### config.mk
export PLATFORM = sky130hd
export DESIGN_NAME = gcd_isqrt
export DESIGN_NICKNAME = d
export VERILOG_FILES = /design/src/rtl/core/gcd_pkg.sv /design/src/rtl/core/gcd_isqrt.sv
export SDC_FILE = /design/constraint.sdc
export NUM_CORES = 2
export LEC_CHECK = 0
export BUFFER_PORTS_ARGS = -buffer_cell sky130_fd_sc_hd__buf_2
export CAP_MARGIN = 15
export CORE_AREA = 4 4 424 426
export DETAILED_ROUTE_END_ITERATION = 8
export DIE_AREA = 0 0 428 430
export PLACE_DENSITY = 0.8
export SETUP_SLACK_MARGIN = 0.05
export SLEW_MARGIN = 20
export SYNTH_ARGS = -nofsm -noshare
export SYNTH_HDL_FRONTEND = slang
export SYNTH_SLANG_ARGS = --single-unit
### constraint.sdc
create_clock -name aclk -period 3.9 [get_ports aclk]
set_input_delay 0.39 -clock aclk [delete_from_list [all_inputs] [get_ports aclk]]
set_output_delay 0.39 -clock aclk [all_outputs]
set_load 0.02 [all_outputs]
### src/rtl/core/gcd_pkg.sv
// ----------------------------------------------------------------------------
// Great-circle distance package
// Widths, fixed-point constants and the CORDIC tables shared by the pipeline.
// ----------------------------------------------------------------------------
`default_nettype none

package gcd_pkg;

    localparam int ANGLE_FRAC_BITS = 16;
    localparam int CORDIC_STAGES   = 24;

    // port widths
    localparam int LAT_W  = 24;
    localparam int LON_W  = 25;
    localparam int DIST_W = 25;

    // Q30 fixed point for angles, sines, cosines and roots
    localparam int Q    = 30;
    localparam int UQ_W = Q + 1;
    localparam int CW   = Q + 4;

    localparam logic [63:0] PI_Q60 = 64'h3243F6A8885A308D;

    // angle reduction
    localparam int                LANES      = 4;
    localparam int                HALF_LANES = 2;
    localparam int                DIFF_W     = LON_W + 1;
    localparam int                MAG_W      = LON_W;
    localparam logic [63:0]       FULL_TURN_L = 64'd360 << ANGLE_FRAC_BITS;
    localparam logic [63:0]       HALF_TURN_L = FULL_TURN_L / 2;
    localparam int                FOLD_W     = $clog2(HALF_TURN_L + 1);
    localparam logic [MAG_W-1:0]  FULL_TURN  = MAG_W'(FULL_TURN_L);
    localparam logic [MAG_W-1:0]  HALF_TURN  = MAG_W'(HALF_TURN_L);

    // degrees to radians: multiply by round(pi/180 * 2^36), round-half-up shift
    localparam int          K_W        = 31;
    localparam logic [63:0] DEG_K_L    = ((PI_Q60 / 64'd180) + (64'd1 << 23)) >> 24;
    localparam logic [K_W-1:0] DEG_K   = K_W'(DEG_K_L);
    localparam int          PROD_W     = FOLD_W + K_W;
    localparam int          SH_FULL    = ANGLE_FRAC_BITS + 6;
    localparam int          SH_HALF    = ANGLE_FRAC_BITS + 7;
    localparam int          THETA_W    = Q + 2;

    localparam logic [63:0]        PI_Q30_L   = (PI_Q60 + (64'd1 << 29)) >> 30;
    localparam logic [THETA_W-1:0] PI_Q30     = THETA_W'(PI_Q30_L);
    localparam logic [THETA_W-1:0] THETA_FOLD = THETA_W'(PI_Q30_L / 2);
    localparam logic [63:0]        HALF_PI_L  = (PI_Q60 + (64'd1 << 30)) >> 31;

    localparam logic [UQ_W-1:0] ONE_Q30 = UQ_W'(64'd1 << Q);

    // square roots
    localparam int ROOT_W = UQ_W;
    localparam int RAD_W  = 2 * ROOT_W;
    localparam int REM_W  = ROOT_W + 2;

    // final scaling
    localparam int                SCALE_W    = 24;
    localparam logic [SCALE_W-1:0] DIST_SCALE = SCALE_W'(2 * 6371 * 1000);
    localparam logic [DIST_W-1:0] MAX_METRES = DIST_W'(20015087);

    // shift-subtract division for elaboration-time constants
    function automatic logic [63:0] udiv(input logic [63:0] num, input logic [63:0] den);
        logic [63:0] quo;
        logic [63:0] rem;
        quo = '0;
        rem = '0;
        for (int b = 63; b >= 0; b--) begin
            rem = {rem[62:0], num[b]};
            quo = {quo[62:0], 1'b0};
            if (rem >= den) begin
                rem = rem - den;
                quo[0] = 1'b1;
            end
        end
        return quo;
    endfunction

    // arctangent of 2^-i in Q30 from its alternating series
    function automatic longint atan_q30(input int i);
        longint sum;
        longint term;
        int     e;
        if (i == 0) begin
            return longint'((PI_Q60 + (64'd1 << 31)) >> 32);
        end
        sum = 0;
        for (int k = 0; k < 64; k++) begin
            e = i * (2 * k + 1);
            if (e > 60) begin
                break;
            end
            term = longint'(udiv(64'd1 << (60 - e), 64'(2 * k + 1)));
            sum  = (k % 2 == 1) ? sum - term : sum + term;
        end
        return (sum + (64'sd1 <<< 29)) >>> 30;
    endfunction

    // inverse CORDIC gain, measured by vectoring the unit vector
    function automatic longint inv_gain_q30();
        longint x;
        longint y;
        longint nx;
        longint ny;
        x = 64'sd1 <<< 30;
        y = 0;
        for (int i = 0; i < CORDIC_STAGES; i++) begin
            if (y >= 0) begin
                nx = x + (y >>> i);
                ny = y - (x >>> i);
            end else begin
                nx = x - (y >>> i);
                ny = y + (x >>> i);
            end
            x = nx;
            y = ny;
        end
        if (x <= 0) begin
            x = 1;
        end
        return longint'(udiv((64'd1 << 60) + (64'(x) >> 1), 64'(x)));
    endfunction

    localparam logic signed [CW-1:0] INV_GAIN = CW'(inv_gain_q30());

endpackage

`default_nettype wire

### src/rtl/core/gcd_isqrt.sv
// ----------------------------------------------------------------------------
// Integer square root
// Digit-by-digit floor root, one result bit per stage.
// ----------------------------------------------------------------------------
`default_nettype none

module gcd_isqrt (
    input  logic                          aclk,
    input  logic                          aresetn,
    input  logic                          en,
    input  logic                          in_valid,
    input  logic [gcd_pkg::RAD_W-1:0]     in_rad,
    output logic                          out_valid,
    output logic [gcd_pkg::ROOT_W-1:0]    out_root
);
    import gcd_pkg::*;

    logic [REM_W-1:0]  rem_reg  [ROOT_W];
    logic [ROOT_W-1:0] root_reg [ROOT_W];
    logic [RAD_W-1:0]  rad_reg  [ROOT_W];
    logic [ROOT_W-1:0] valid_reg;

    genvar j;
    for (j = 0; j < ROOT_W; j++) begin : g_digit
        localparam int PAIR_LO = 2 * (ROOT_W - 1 - j);
        logic [REM_W-1:0]  rem_prev;
        logic [ROOT_W-1:0] root_prev;
        logic [RAD_W-1:0]  rad_prev;
        logic              valid_prev;
        logic [REM_W+1:0]  rem_shift;
        logic [REM_W+1:0]  trial;

        if (j == 0) begin : g_first
            assign rem_prev   = '0;
            assign root_prev  = '0;
            assign rad_prev   = in_rad;
            assign valid_prev = in_valid;
        end else begin : g_next
            assign rem_prev   = rem_reg[j-1];
            assign root_prev  = root_reg[j-1];
            assign rad_prev   = rad_reg[j-1];
            assign valid_prev = valid_reg[j-1];
        end

        // bring down the next bit pair, try 4*root + 1
        assign rem_shift = {rem_prev, rad_prev[PAIR_LO+1:PAIR_LO]};
        assign trial     = (REM_W + 2)'({root_prev, 2'b01});

        always_ff @(posedge aclk) begin
            if (!aresetn) begin
                valid_reg[j] <= 1'b0;
            end else if (en) begin
                valid_reg[j] <= valid_prev;
            end
        end

        always_ff @(posedge aclk) begin
            if (en) begin
                rad_reg[j] <= rad_prev;
                if (rem_shift >= trial) begin
                    rem_reg[j]  <= REM_W'(rem_shift - trial);
                    root_reg[j] <= {root_prev[ROOT_W-2:0], 1'b1};
                end else begin
                    rem_reg[j]  <= REM_W'(rem_shift);
                    root_reg[j] <= {root_prev[ROOT_W-2:0], 1'b0};
                end
            end
        end
    end

    assign out_valid = valid_reg[ROOT_W-1];
    assign out_root  = root_reg[ROOT_W-1];

endmodule

`default_nettype wire

# Yosys cells after proc, flatten, opt, wreduce, memory -nomap -nowiden
# Memory sizes are Yosys's and may differ from the RTL's.
# Cells that the tools add are included.
[totals]
regBits = 31
mem_bits_rw = 3906
inputBits = 66
out_inout_bits = 32
n_memories = 3
[mem_list]
columns = ["memory", "depth", "width", "read_ports", "rd_clocked_by_memory_dff", "wr", "line", "text"]
rows = [
  ["rad_reg", 31, 62, 30, 0, 31, "gcd_isqrt.sv:20", "logic [RAD_W-1:0] rad_reg [ROOT_W];"],
  ["rem_reg", 31, 33, 30, 0, 31, "gcd_isqrt.sv:18", "logic [REM_W-1:0] rem_reg [ROOT_W];"],
  ["root_reg", 31, 31, 31, 0, 31, "gcd_isqrt.sv:19", "logic [ROOT_W-1:0] root_reg [ROOT_W];"],
]
[op_classes]
add_sub_neg = 31
n_lt_le_gt_ge = 31
mux = 250
bitwise = 62
[op_table]
columns = ["operator", "count"]
rows = [
  [">= comparator 35 x 33 -> 1 bit", 30],
  ["two-way mux 33 bit", 31],
  ["subtractor 33 bit", 30],
  ["two-way mux 31 bit", 31],
  ["two-way mux 1 bit", 188],
  ["OR 1 bit", 62],
  ["subtractor 2 x 1 -> 3 bit, second input constant", 1],
  [">= comparator 2 x 1 -> 1 bit, second input constant", 1],
]

# Logic depth before layout (Yosys ltp)
# An unclocked memory read counts as a cell.
[logic_depth]
ltp_word = 6
depth_mapped = 14
ltp_nobuf = 13

# Worst setup path after synthesis
# No wires, ideal clock.
[synth_timing]
path_kind = "input-to-reg"
from = "input en"
to = "memory rem_reg[1][429] in the netlist's numbering (enable)"
setup_ns = 0.443
t_arrival_ns = 3.155
slack_ns = 0.302
path_stages = 5
n_path_buf = 5
cell_sequence = "clkbuf_1 -> clkbuf_1 -> clkbuf_1 -> clkbuf_1 -> clkbuf_1"
[synth_lines]
columns = ["element", "line", "text"]
rows = [
  ["start, declared", "gcd_isqrt.sv:10", "input logic en,"],
  ["end, declared", "gcd_isqrt.sv:18", ""],
]

==> metrics list <==
- The flow ran to the end, and the final reports show no timing, DRC or antenna violations.
- The clock passes through at most 3 buffers.
- The synthesized netlist devotes 5.900% of its cell area to adder and majority cells.
* Number of flip-flops and latches in the synthesized netlist: 2399
- Together, buffers and inverters on the worst path number 2.
- For this run, the slowest stage of the critical path takes 0.76 ns.
- Of the total synthesized cell area, the portion taken by XOR and XNOR cells is 5.996%.
* Worst Slack Setup Final: about 0.22 ns
- After clock tree synthesis, the clock-pin slew on the worst setup and hold paths is 0.07 ns.
- The wire-length estimate of the detail-placed layout is 167300 um.
- Total Die Area: 184000 um2
- The initialized floorplan defines 154 standard-cell rows.
- Power spread over the standard cell area amounts to between 500 and 600 nW/um2.
* Routed length per placed instance: between 20 and 25 um
* Via/cell ratio: 5.916
- Setup repair after global routing could not meet its margin everywhere.
* # DRC: 0
* First-pass GRT wire length: around 370000 um
* Startpoint class of the critical path: flop
- For this run, the post-layout net count is 9690.
* Max FFs per register: 942
- The signal on the critical path passes through ha_1 > nand3_1 > o31ai_1 > buf_4 > a221oi_2 > a22oi_1 > nand3_1 > a2111oi_0 > buf_4 > nor4_1 > xor2_1.
- Synthesis instantiated 94 different standard cells from the library.
- In this run the worst path has a maximum fanout of 5.
- Top delay family on crit path: compound AO/OA/AOI/OAI gates
- The tool flagged a number of max-cap violations equal to 0.
- Most used flip-flop cell after synthesis: sky130_fd_sc_hd__edfxtp_1
* Final ANT Viol Nets: 0
- Synth Net Count: 9341
* Worst R2R Setup Slack: about 0.22 ns
- Global routing consumed, over all layers together, about a quarter of the routing resources.
- Area fraction in compound gates after synthesis: 9.168%
- After layout, the minimum clock period comes to 3.682 ns.
- Net switching fraction of the power: about 28%
- Commonest cells in the synthesized netlist: sky130_fd_sc_hd__edfxtp_1 (2367), sky130_fd_sc_hd__inv_1 (704), sky130_fd_sc_hd__nand2_1 (618)
* Slew @ Worst Pin: about 1.0 ns
* Yosys top cell area share: 63.36%
- Max H-tree Level: 4
- The tightest min-delay check is of the in -> reg type.
- Following the worst setup path forward leads to its endpoint at rem_reg[1][326]$_DFFE_PP_.
* Syn. warnings: 0
* Max Fclk: approximately 270 MHz
- For this design the total switching power over the nets is 20.87 mW.
- The finished layout holds 11650 standard cells, fillers aside.
- Top post-synthesis cells by area: sky130_fd_sc_hd__edfxtp_1 (63%), sky130_fd_sc_hd__ha_1 (5.9%), sky130_fd_sc_hd__xor2_1 (3.2%)
- Period Utilization, post-route: 94.41%
- Number of vias after detailed routing: 68910
- The initial antenna violation count is 7.
- In this run, placement finished with an instance count of 11130.
* Synth-to-layout area growth: 11.66%
- The floorplan step set the die height to about 430 um.
- Of the cells placed in the final design, the portion with a size suffix greater than 1 is approximately 8.6%.
* Total clock buffers created by CTS: 233
- In the final timing run, aggregate negative setup slack is 0 ns.
- The routed design has 236900 um of wire.
* CTS tree: built
- sky130_fd_sc_hd__edfxtp_1 is the most common cell in the netlist.
- Leak pwr: 48.26 nW
- By startpoint and endpoint, the worst setup path is classified as reg -> reg.
* Final number of setup-violating endpoints: 0
- The largest total area in the synthesized netlist belongs to sky130_fd_sc_hd__edfxtp_1.
- Final hold vios: 0
- Number of pins exceeding their max-slew limit in the final report: 0
- In this run the clock root is driven by a sky130_fd_sc_hd__clkbuf_16.
- For this design, the sink count on the clock tree is between 2000 and 2500.
- Number of global-route vias before repair: just under 70000
* Filler instances: 11550
* Gate count of the mapped netlist: slightly below 9000
- The initial utilization of the core area, before any placement, comes to between 60% and 70%.
- Top-level I/O count: 98
* Register area share after synthesis: a little under two thirds
* Required time of the worst setup path: between 4 and 5 ns
- At the end of routability-driven placement, the weighted congestion stood at approximately 0.96.
* Path length in cells of the critical path: 11
- The total overflow left after global routing is 0.
* Data arrival time of the critical path: between 4 and 5 ns
- Crit path capture type: flop
- DP Worst Slack: a little under 0.1 ns
- Int Pwr: 53.20 mW
- Entering global routing, the biggest net connects 162 pins.
- Reg power frac: 47.0%
* Core box area: 175700 um2
- Summing every instance area after synthesis gives ~110000 um2.
- Cells on worst reg2reg path: 11
- In this run, the clock network consumes between 30 and 40% of the power.
- For this run, the share of the core covered by cells in the final layout is between 70% and 80%.
- Post-synth ARST share: 0%
* Number of flops mapped to enable cells by yosys: 2367
- Share of power burned in combinational logic: 20.4%
- Master of the slowest instance on the critical path: sky130_fd_sc_hd__a2111oi_0
- After synthesis, the share of cell area in mux cells is 1.387%.
- Clk Latency, worst-skew pair: 0.87 ns
- R2R Path Start: rem_reg[1][270]$_DFFE_PP_
- Measured against its own limit, the worst slew margin works out to 30.33%.
* Capturing point of the worst reg2reg path: rem_reg[1][326]$_DFFE_PP_
* Count of buffers from port buffering: 97
- For the final database, setup skew stands at between 0.04 and 0.05 ns.
- VDD sags by at most 0.4748 mV.
- DR iter-0 viols: 5770
* Start point of the critical path: rem_reg[1][270]$_DFFE_PP_
* Post-Syn Area per Cell: 12.83 um2
- By area, the combinational part of the netlist is dominated by simple AND/OR/NAND/NOR gates.
- The synthesized netlist devotes 10.61% of its cell area to simple gates.
* Count of TritonRoute iterations in the first routing pass: 8
* Die Wd: 428 um
==> logic make-up after synthesis <==
family                   after synthesis
flip-flops                          2399
AND/OR/NAND/NOR                     2345
AO/OA/AOI/OAI                       1667
buffers and inverters                894
XOR/XNOR                             768
adder cells (fa/ha/maj)              529
multiplexers                         144
==> worst register-to-register path, delay by kind of cell (launching register included) <==
| kind | cells | cell delay, ns |
|---|---|---|
| AOI/OAI and AO/OA | 4 | 1.65 |
| xor gates and xnor gates | 1 | 0.14 |
| adders and majority gates | 1 | 0.41 |
| buffers and inverters | 2 | 0.42 |
| DFF | 1 | 0.43 |
| and+or+nand+nor | 3 | 0.38 |
==> what timing repair did <==
action	in CTS	in global routing
cloned	0	0
hold buffers	65	0
resized for setup	1	3
endpoints found under the setup margin	3	13
setup buffers	0	1
pin swaps	0	2
hold endpoints to repair	93	0
==> routing by layer <==
metal | vias up | part of all wire, % | track usage, %
met5 | - | 0 | 0
met4 | 0 | 3.3 | 8.404
met3 | 466 | 6.1 | 4.132
met2 | 2231 | 48 | 42.75
met1 | 33230 | 42 | 34.36
li1 | 32980 | - | -
==> power groups by stage <==
stage | Clock [mW] | Combinational [mW] | Sequential, mW
floorplan | 0 | 11.2 | 34.2
finish | 24.2 | 15.1 | 34.8
CTS | 24.6 | 15.0 | 34.8
detailed placement | 0 | 14.8 | 35.3
global route | 25.8 | 16.8 | 35.1
global placement | 0 | 14.5 | 35.2
==> area by class of cell <==
class / count / area [um2] / area share [%]
Antenna cell: 2 / 5.005 / 0.003995
Clock buffer: 263 / 5964 / 4.762
Tap cell: 2340 / 2928 / 2.337
Inverter: 707 / 2654 / 2.119
Multi-Input combinational cell: 5453 / 37170 / 29.67
Timing Repair Buffer: 301 / 2370 / 1.892
Sequential cell: 2399 / 71720 / 57.26
Clock inverter: 183 / 2455 / 1.960
==> metrics by stage <==
step | power [mW] | hold slack [ns] | area (um2)
final | 74.07 | 0.1233 | 125300
after global routing | 77.67 | 0.09388 | 125300
after CTS | 74.41 | 0.06983 | 125200
after detailed placement | 50.03 | 0.4045 | 116100
after global placement | 49.75 | 0.4003 | 116100
after floorplan | 45.40 | 0.4003 | 112200
==> worst min path at each step <==
| stage | start | to | slack (ns) | cells after the start |
|---|---|---|---|---|
| 5_1_grt | en | rad_reg[0][132]$_DFFE_PP_ | 0.09 | 2 |
| 6_report | en | rad_reg[0][133]$_DFFE_PP_ | 0.12 | 2 |
| 4_1_cts | en | rad_reg[0][132]$_DFFE_PP_ | 0.07 | 2 |
| 2_1_floorplan | rad_reg[0][38]$_DFFE_PP_ | rad_reg[0][100]$_DFFE_PP_ | 0.40 | 0 |
| 3_3_place_gp | rad_reg[0][346]$_DFFE_PP_ | rad_reg[0][408]$_DFFE_PP_ | 0.40 | 0 |
| 3_5_place_dp | rad_reg[0][45]$_DFFE_PP_ | rad_reg[0][107]$_DFFE_PP_ | 0.40 | 0 |
==> placed cells by master, fill, tap and decap left out, drive strengths merged, types with 261 or more instances in the layout <==
cell type and instances:
xnor2 354, edfxtp 2367, inv 715, xor2 414, nor3 261, ha 529
o21ai 492, nor2 446, clkbuf 263, a21oi 479, nand2 618
(Power assumes the default switching activity.)
