## src/rtl/core/gcd_pkg.sv

```systemverilog
// ----------------------------------------------------------------------------
// Great-circle distance package
// Widths, fixed-point constants and the CORDIC tables shared by the pipeline.
// ----------------------------------------------------------------------------
`default_nettype none

package gcd_pkg;

    localparam int ANGLE_FRAC_BITS = 16;
    localparam int CORDIC_STAGES   = 24;

    // port widths
    localparam int LAT_W  = 24;
    localparam int LON_W  = 25;
    localparam int DIST_W = 25;

    // Q30 fixed point for angles, sines, cosines and roots
    localparam int Q    = 30;
    localparam int UQ_W = Q + 1;
    localparam int CW   = Q + 4;

    localparam logic [63:0] PI_Q60 = 64'h3243F6A8885A308D;

    // angle reduction
    localparam int                LANES      = 4;
    localparam int                HALF_LANES = 2;
    localparam int                DIFF_W     = LON_W + 1;
    localparam int                MAG_W      = LON_W;
    localparam logic [63:0]       FULL_TURN_L = 64'd360 << ANGLE_FRAC_BITS;
    localparam logic [63:0]       HALF_TURN_L = FULL_TURN_L / 2;
    localparam int                FOLD_W     = $clog2(HALF_TURN_L + 1);
    localparam logic [MAG_W-1:0]  FULL_TURN  = MAG_W'(FULL_TURN_L);
    localparam logic [MAG_W-1:0]  HALF_TURN  = MAG_W'(HALF_TURN_L);

    // degrees to radians: multiply by round(pi/180 * 2^36), round-half-up shift
    localparam int          K_W        = 31;
    localparam logic [63:0] DEG_K_L    = ((PI_Q60 / 64'd180) + (64'd1 << 23)) >> 24;
    localparam logic [K_W-1:0] DEG_K   = K_W'(DEG_K_L);
    localparam int          PROD_W     = FOLD_W + K_W;
    localparam int          SH_FULL    = ANGLE_FRAC_BITS + 6;
    localparam int          SH_HALF    = ANGLE_FRAC_BITS + 7;
    localparam int          THETA_W    = Q + 2;

    localparam logic [63:0]        PI_Q30_L   = (PI_Q60 + (64'd1 << 29)) >> 30;
    localparam logic [THETA_W-1:0] PI_Q30     = THETA_W'(PI_Q30_L);
    localparam logic [THETA_W-1:0] THETA_FOLD = THETA_W'(PI_Q30_L / 2);
    localparam logic [63:0]        HALF_PI_L  = (PI_Q60 + (64'd1 << 30)) >> 31;

    localparam logic [UQ_W-1:0] ONE_Q30 = UQ_W'(64'd1 << Q);

    // square roots
    localparam int ROOT_W = UQ_W;
    localparam int RAD_W  = 2 * ROOT_W;
    localparam int REM_W  = ROOT_W + 2;

    // final scaling
    localparam int                SCALE_W    = 24;
    localparam logic [SCALE_W-1:0] DIST_SCALE = SCALE_W'(2 * 6371 * 1000);
    localparam logic [DIST_W-1:0] MAX_METRES = DIST_W'(20015087);

    // shift-subtract division for elaboration-time constants
    function automatic logic [63:0] udiv(input logic [63:0] num, input logic [63:0] den);
        logic [63:0] quo;
        logic [63:0] rem;
        quo = '0;
        rem = '0;
        for (int b = 63; b >= 0; b--) begin
            rem = {rem[62:0], num[b]};
            quo = {quo[62:0], 1'b0};
            if (rem >= den) begin
                rem = rem - den;
                quo[0] = 1'b1;
            end
        end
        return quo;
    endfunction

    // arctangent of 2^-i in Q30 from its alternating series
    function automatic longint atan_q30(input int i);
        longint sum;
        longint term;
        int     e;
        if (i == 0) begin
            return longint'((PI_Q60 + (64'd1 << 31)) >> 32);
        end
        sum = 0;
        for (int k = 0; k < 64; k++) begin
            e = i * (2 * k + 1);
            if (e > 60) begin
                break;
            end
            term = longint'(udiv(64'd1 << (60 - e), 64'(2 * k + 1)));
            sum  = (k % 2 == 1) ? sum - term : sum + term;
        end
        return (sum + (64'sd1 <<< 29)) >>> 30;
    endfunction

    // inverse CORDIC gain, measured by vectoring the unit vector
    function automatic longint inv_gain_q30();
        longint x;
        longint y;
        longint nx;
        longint ny;
        x = 64'sd1 <<< 30;
        y = 0;
        for (int i = 0; i < CORDIC_STAGES; i++) begin
            if (y >= 0) begin
                nx = x + (y >>> i);
                ny = y - (x >>> i);
            end else begin
                nx = x - (y >>> i);
                ny = y + (x >>> i);
            end
            x = nx;
            y = ny;
        end
        if (x <= 0) begin
            x = 1;
        end
        return longint'(udiv((64'd1 << 60) + (64'(x) >> 1), 64'(x)));
    endfunction

    localparam logic signed [CW-1:0] INV_GAIN = CW'(inv_gain_q30());

endpackage

`default_nettype wire

```

## src/rtl/core/gcd_prep.sv

```systemverilog
// ----------------------------------------------------------------------------
// Angle preparation
// Forms the four angles (half latitude and longitude differences, both
// latitudes), folds them to [0, 180] degrees and converts to Q30 radians
// in the first quadrant with a flag for the second quadrant. Seven stages.
// ----------------------------------------------------------------------------
`default_nettype none

module gcd_prep (
    input  logic                              aclk,
    input  logic                              aresetn,
    input  logic                              en,
    input  logic                              in_valid,
    input  logic signed [gcd_pkg::LAT_W-1:0]  lat1,
    input  logic signed [gcd_pkg::LON_W-1:0]  lon1,
    input  logic signed [gcd_pkg::LAT_W-1:0]  lat2,
    input  logic signed [gcd_pkg::LON_W-1:0]  lon2,
    output logic                              out_valid,
    output logic signed [gcd_pkg::CW-1:0]     out_z [gcd_pkg::LANES],
    output logic                              out_neg [gcd_pkg::LANES]
);
    import gcd_pkg::*;

    localparam int DEPTH = 7;

    logic [DEPTH-1:0] valid_reg;

    logic signed [DIFF_W-1:0]  diff_next  [LANES];
    logic signed [DIFF_W-1:0]  diff_reg   [LANES];
    logic [MAG_W-1:0]          mag_reg    [LANES];
    logic [MAG_W-1:0]          red_reg    [LANES];
    logic [FOLD_W-1:0]         fold_reg   [LANES];
    logic [PROD_W-1:0]         prod_reg   [LANES];
    logic [THETA_W-1:0]        theta_next [LANES];
    logic [THETA_W-1:0]        theta_reg  [LANES];
    logic signed [CW-1:0]      z_reg      [LANES];
    logic                      neg_reg    [LANES];

    always_comb begin
        diff_next[0] = DIFF_W'(lat2) - DIFF_W'(lat1);
        diff_next[1] = DIFF_W'(lon2) - DIFF_W'(lon1);
        diff_next[2] = DIFF_W'(lat1);
        diff_next[3] = DIFF_W'(lat2);
    end

    // differences take half the angle: one more bit of shift
    always_comb begin
        for (int l = 0; l < LANES; l++) begin
            if (l < HALF_LANES) begin
                theta_next[l] = THETA_W'(({1'b0, prod_reg[l]}
                                + ((PROD_W + 1)'(1) << (SH_HALF - 1))) >> SH_HALF);
            end else begin
                theta_next[l] = THETA_W'(({1'b0, prod_reg[l]}
                                + ((PROD_W + 1)'(1) << (SH_FULL - 1))) >> SH_FULL);
            end
        end
    end

    always_ff @(posedge aclk) begin
        if (!aresetn) begin
            valid_reg <= '0;
        end else if (en) begin
            valid_reg <= {valid_reg[DEPTH-2:0], in_valid};
        end
    end

    always_ff @(posedge aclk) begin
        if (en) begin
            for (int l = 0; l < LANES; l++) begin
                diff_reg[l] <= diff_next[l];
                mag_reg[l]  <= diff_reg[l][DIFF_W-1] ? MAG_W'(-diff_reg[l])
                                                     : MAG_W'(diff_reg[l]);
                red_reg[l]  <= (mag_reg[l] >= FULL_TURN) ? mag_reg[l] - FULL_TURN
                                                         : mag_reg[l];
                fold_reg[l] <= (red_reg[l] > HALF_TURN) ? FOLD_W'(FULL_TURN - red_reg[l])
                                                        : FOLD_W'(red_reg[l]);
                prod_reg[l] <= PROD_W'(fold_reg[l]) * PROD_W'(DEG_K);
                theta_reg[l] <= theta_next[l];
                // mirror the second quadrant onto the first
                if (theta_reg[l] > THETA_FOLD) begin
                    z_reg[l]   <= CW'(PI_Q30 - theta_reg[l]);
                    neg_reg[l] <= 1'b1;
                end else begin
                    z_reg[l]   <= CW'(theta_reg[l]);
                    neg_reg[l] <= 1'b0;
                end
            end
        end
    end

    assign out_valid = valid_reg[DEPTH-1];
    assign out_z     = z_reg;
    assign out_neg   = neg_reg;

endmodule

`default_nettype wire

```

## config.mk

```make
export PLATFORM = sky130hd
export DESIGN_NAME = gcd_prep
export DESIGN_NICKNAME = d
export VERILOG_FILES = /design/src/rtl/core/gcd_pkg.sv /design/src/rtl/core/gcd_prep.sv
export SDC_FILE = /design/constraint.sdc
export NUM_CORES = 2
export LEC_CHECK = 0
export ABC_AREA = 1
export BUFFER_PORTS_ARGS = -buffer_cell sky130_fd_sc_hd__buf_2
export CORE_MARGIN = 10
export CORE_UTILIZATION = 50
export CTS_BUF_LIST = sky130_fd_sc_hd__clkbuf_4 sky130_fd_sc_hd__clkbuf_8
export DETAILED_ROUTE_END_ITERATION = 6
export PLACE_DENSITY = 0.75
export SLEW_MARGIN = 20
export SYNTH_ARGS = -nofsm -noshare
export SYNTH_HDL_FRONTEND = slang
export SYNTH_SLANG_ARGS = --single-unit
```

## constraint.sdc

```tcl
create_clock -name aclk -period 5.55 [get_ports aclk]
set_input_delay 0.2775 -clock aclk [delete_from_list [all_inputs] [get_ports aclk]]
set_output_delay 0.2775 -clock aclk [all_outputs]
set_load 0.02 [all_outputs]
```

==> Word-level counts from Yosys, hierarchy flattened <==
Memory sizes are Yosys's and may differ from the RTL's.
Index checks and enable logic that the tools add are counted.
{ "totals": {"memories": 6, "input_bits": 102, "ff_bits": 143, "output_inout_bits": 141, "mem_bits_rw": 748} }
{ "memory_table": {"columns": ["memory", "words", "width", "rd", "rd_clocked_by_memory_dff", "wr", "line_no", "text"], "rows": [
  ["prod_reg", 4, 55, 4, 0, 4, "gcd_prep.sv:33", "logic [PROD_W-1:0] prod_reg [LANES];"],
  ["theta_reg", 4, 32, 4, 0, 4, "gcd_prep.sv:35", "logic [THETA_W-1:0] theta_reg [LANES];"],
  ["diff_reg", 4, 26, 4, 0, 4, "gcd_prep.sv:29", "logic signed [DIFF_W-1:0] diff_reg [LANES];"],
  ["mag_reg", 4, 25, 4, 0, 4, "gcd_prep.sv:30", "logic [MAG_W-1:0] mag_reg [LANES];"],
  ["red_reg", 4, 25, 4, 0, 4, "gcd_prep.sv:31", "logic [MAG_W-1:0] red_reg [LANES];"],
  ["fold_reg", 4, 24, 4, 0, 4, "gcd_prep.sv:32", "logic [FOLD_W-1:0] fold_reg [LANES];"]
]} }
{ "classes": {"n_mul": 4, "mux": 22, "magnitude_cmp": 12, "add_sub_neg": 22} }
{ "ops": {"columns": ["cell", "n"], "rows": [
  ["$mul A24 B31 Y55 const B", 4],
  ["$mux W25", 8],
  ["$sub A32 B32 Y33 const A", 4],
  ["$gt A32 B31 Y1 const B", 4],
  ["$mux W32", 4],
  ["$add A55 B23 Y55 const B", 2],
  ["$add A54 B22 Y54 const B", 2],
  ["$ge A25 B25 Y1 const B", 4],
  ["$gt A25 B24 Y1 const B", 4],
  ["$neg A25 Y25", 4],
  ["$sub A25 B25 Y25 const B", 4],
  ["$mux W24", 4],
  ["$sub A23 B24 Y24 const A", 4],
  ["$sub A25 B25 Y26", 1],
  ["$sub A24 B24 Y25", 1],
  ["$mux W1", 6]
]} }

==> Depth between registers and ports, before layout <==
An unclocked memory read counts as a cell.
{ "logic_depth": {"ltp_word": 3, "mapped_depth": 26} }

==> Worst setup path before layout <==
No wires, ideal clock.
{ "synth_path": {"kind": "reg2reg", "start": "mem fold_reg[1][13] in the netlist's numbering", "end": "mem prod_reg[1][53] in the netlist's numbering (data pin)", "path_buffers": 0, "setup_ps": 252, "path_stages_with_launch": 21, "period_less_slack_ps": 5876, "slack_ps": -326, "t_arrival_ps": 5623, "cell_sequence": "edfxtp_1 -> fa_1 -> inv_1 -> fa_1 -> inv_1 -> fa_1 -> fa_1 -> fa_1 -> fa_1 -> inv_1 -> fa_1 -> inv_1 -> ha_1 -> a21oi_1 -> o21ai_0 -> a21oi_1 -> nand2_1 -> a21oi_1 -> nand2_1 -> nand2_1 -> nand2_1"} }
{ "synth_rtl": {"columns": ["item", "line_no"], "rows": [
  ["start, declared", "gcd_prep.sv:32"],
  ["end, declared", "gcd_prep.sv:33"]
]} }

==> metrics.csv <==
stage;metric;value;unit
setup_path;top cell family by delay on the critical path;adder cells;
status;status;complete, but fails checks;
grt;vias in the first global route;79700;
yosys;synthesized cell area;0.0922;mm2
floorplanning;die area;0.202;mm2
setup_path;kind of critical path;flip-flop to flip-flop;
routing;final WL;274000;um
timing;final hold violation count;0;
grt;overflow left after global routing;0;
setup_path;startpoint kind of the worst setup timing path;flip-flop;
timing;unrepaired setup endpoints after global routing;yes;
placement;Placed Instance Area;0.103;mm2
yosys;number of distinct standard cells referenced by the synthesized netlist;52;
timing;Peak Freq;169;MHz
grt;Global Route Usage Sum;26.1;%
setup_path;Critical Path End Type;flip-flop;
timing;setup_tns;-25.21;ns
timing;normalized max-slew margin;37.5;%
timing;count of endpoints failing setup in the final report;125;
final_layout;proportion of layout cells with a drive suffix above 1;24.6;%
grt;busiest grt layer;met2;
clock_tree;cell at the root of the clock tree;sky130_fd_sc_hd__clkbuf_8;
setup_path;depth of the most critical reg-to-reg path;20;
routing;number of iterations in the first detailed-routing pass;6;
clock_tree;TritonCTS clock tree;built;
timing;Max Clock Skew;0.0575;ns
yosys;number of synthesized register bits;798;
routing;average routed wire per standard cell;18.8;um
timing;Max Transition Viols Final;0;
min_path;worst hold path depth;2;
placement;final weighted congestion in routability-driven placement;0.999;
yosys;Syn Area/Cell;8.77;um2
floorplanning;Die W;449;um
floorplanning;area of the core;0.183;mm2
placement;Detailed Place HPWL;220000;um
setup_path;worst path arrival time;6.57;ns
status;failing checks;negative setup slack;
yosys;number of synthesis warnings;0;
timing;part of the cycle the worst path needs;106;%
final_layout;area of all placed cells without fillers;0.116;mm2
grt;pin count of the biggest net entering global routing;129;
placement;placed instance count;14000;
setup_path;count of cell instances traversed by the critical path;20;
floorplanning;standard-cell rows;157;
floorplanning;number of primary I/O pins;243;
final_layout;Cell Count, Final, Fillers Out;14600;
floorplanning;die outline height;449;um
clock_tree;insertion delay of the later-clocked pin in the worst-skew pair;0.94;ns
flow_run;total of max-cap violations;0;
setup_path;Crit path required time;6.22;ns
final_layout;layout overhead on the synthesized area;26.2;%
clock_tree;number of buffers inserted during clock tree synthesis;146;
yosys;Syn Inst Count;10500;
grt;antenna violations before repair;2;
grt;met1 global-route usage;33.6;%
setup_path;worst-path cell chain;fa_2 > buf_6 > fa_1 > inv_2 > fa_2 > inv_2 > fa_1 > fa_2 > fa_1 > fa_1 > ha_4 > nand2_8 > nor2_4 > inv_2 > nor2_4 > inv_2 > nor3_4 > nand3_2 > nand3_2 > nand2_1;
routing;remaining routing DRC violations;0;
setup_path;highest fanout seen on the critical path;4;
routing;Final ANT Viol Nets;0;
grt;first-pass GRT wire length;426000;um
setup_path;register-to-register setup slack;-0.35;ns
routing;total number of vias;76600;
yosys;post-synthesis sequential area ratio;25.9;%
timing;slew at the pin with the worst max-slew slack;0.929;ns
grt;GR met2 Demand/Resource;45.2;%
routing;via/cell ratio;5.26;
grt;GR Util met3;3.81;%
routing;drt initial violations;5126;
placement;number of input and output port buffers inserted;242;
timing;worst-case setup margin in the final layout;-0.351;ns
timing;minimum clock period after layout;5.90;ns
setup_path;CP peak stage delay;0.59;ns
clock_tree;# H-tree levels;4;
clock_tree;Clock transition at path regs;0.08;ns
final_layout;number of nets in the layout;14200;
clock_tree;maximum clock path buffer count;3;
floorplanning;starting density of the core;50.3;%
setup_path;cell with the largest stage delay on the worst path;sky130_fd_sc_hd__fa_2;
min_path;Hold/Removal Path Class;input port to flip-flop;
clock_tree;count of clock tree sinks;798;
setup_path;buffers and inverters on the worst path;5;
routing by layer:
| layer | routed length, um | part of all wire, % |
|---|---|---|
| met5 | 0 | 0 |
| met3 | 15900 | 5.8 |
| met1 | 114000 | 42 |
| met2 | 133000 | 49 |
| met4 | 10600 | 3.9 |
cells in the final DEF (no fill, tap or decap), drive strengths merged, types with 59 or more instances in the layout:
| cell | count |
|---|---|
| a21oi | 394 |
| buf | 1247 |
| clkbuf | 173 |
| clkinv | 59 |
| dlygate4sd3 | 150 |
| edfxtp | 791 |
| fa | 1000 |
| ha | 1137 |
| inv | 2419 |
| nand2 | 1945 |
| nand3 | 376 |
| nand4 | 131 |
| nor2 | 1015 |
| nor3 | 171 |
| o21ai | 305 |
| o21bai | 68 |
| xnor2 | 146 |
| xor2 | 361 |
Yosys cell counts (all sizes together):
cell | instances | area [um2]
a211oi | 2 | 15.0
o21bai | 68 | 510
nand2 | 1945 | 7330
nand2b | 3 | 18.8
and3 | 3 | 18.8
conb | 1 | 3.75
xor2 | 361 | 3160
nand3b | 9 | 67.6
a21boi | 17 | 128
edfxtp | 791 | 23800
o211ai | 7 | 52.6
nor3 | 171 | 911
inv | 2409 | 9040
a31oi | 13 | 81.3
nand3 | 376 | 1920
nor4 | 48 | 300
buf | 44 | 292
a21oi | 394 | 1970
clkinv | 1 | 3.75
dfxtp | 7 | 140
or4 | 1 | 7.51
o21ai | 305 | 1540
fa | 1000 | 20000
a21o | 28 | 210
nor3b | 2 | 20.0
nand4 | 131 | 826
o31ai | 7 | 52.6
and2 | 3 | 18.8
xnor2 | 146 | 1280
o2111ai | 1 | 8.76
o21a | 23 | 173
or2 | 14 | 87.6
o41ai | 1 | 8.76
o22ai | 3 | 18.8
nor2 | 1015 | 3880
ha | 1137 | 14200
clkbuf | 18 | 71.3
layout make-up:
cell class | instances | area [um2]
fill | 14600 | 67000
multi-input combinational | 7236 | 66400
sequential | 798 | 23900
timing repair buffer | 1397 | 10800
inverter | 2410 | 9100
tap | 2464 | 3080
clock buffer | 173 | 2210
clock inverter | 84 | 768
antenna | 2 | 5.00
kinds of logic (layout without fill, tap and decap cells):
logic type	count (synthesis)	count (layout)	share of synthesized area, %
simple gates	3721	3721	16.7
buf+inv	2472	4064	10.2
fa+ha+maj	2137	2137	37.2
compound gates	869	869	5.18
flops	798	798	25.9
xor+xnor	507	507	4.82
other cells	1	4	0.00407
final timing paths:
check                      startpoint                         to
max reg2reg  fold_reg[0][5]$_DFFE_PP_  prod_reg[0][46]$_DFFE_PP_
min reg2reg  mag_reg[0][17]$_DFFE_PP_   red_reg[0][17]$_DFFE_PP_
min                           lat1[9]   diff_reg[2][9]$_DFFE_PP_
max          fold_reg[0][5]$_DFFE_PP_  prod_reg[0][46]$_DFFE_PP_
worst reg2reg max path, stage by stage, from the launching register on:
cell	delay [ns]
sky130_fd_sc_hd__edfxtp_1	0.49
sky130_fd_sc_hd__fa_2	0.54
sky130_fd_sc_hd__buf_6	0.15
sky130_fd_sc_hd__fa_1	0.49
sky130_fd_sc_hd__inv_2	0.05
sky130_fd_sc_hd__fa_2	0.53
sky130_fd_sc_hd__inv_2	0.04
sky130_fd_sc_hd__fa_1	0.49
sky130_fd_sc_hd__fa_2	0.59
sky130_fd_sc_hd__fa_1	0.42
sky130_fd_sc_hd__fa_1	0.49
sky130_fd_sc_hd__ha_4	0.37
sky130_fd_sc_hd__nand2_8	0.09
sky130_fd_sc_hd__nor2_4	0.09
sky130_fd_sc_hd__inv_2	0.07
sky130_fd_sc_hd__nor2_4	0.13
sky130_fd_sc_hd__inv_2	0.08
sky130_fd_sc_hd__nor3_4	0.23
sky130_fd_sc_hd__nand3_2	0.15
sky130_fd_sc_hd__nand3_2	0.10
sky130_fd_sc_hd__nand2_1	0.05
through the flow:
step	setup slack [ns]	util (%)	hold slack [ns]
after floorplan	-0.0610	-	0.376
after global placement	-0.622	56.0	0.432
after detailed placement	-0.646	56.0	0.435
after CTS	-0.313	61.1	0.000798
after global routing	-0.551	63.5	0.0617
final	-0.351	63.5	0.118
what timing repair did:
item                       4_1_cts  5_1_grt
hold endpoints to repair       189        0
buffers inserted               111      102
pin swaps                      479      659
resized for setup             1102      890
setup endpoints to repair      132      132
hold buffers                   150        0
Power is not shown: default switching activity piles up to over one toggle a cycle in this logic, so the estimate is an artifact.
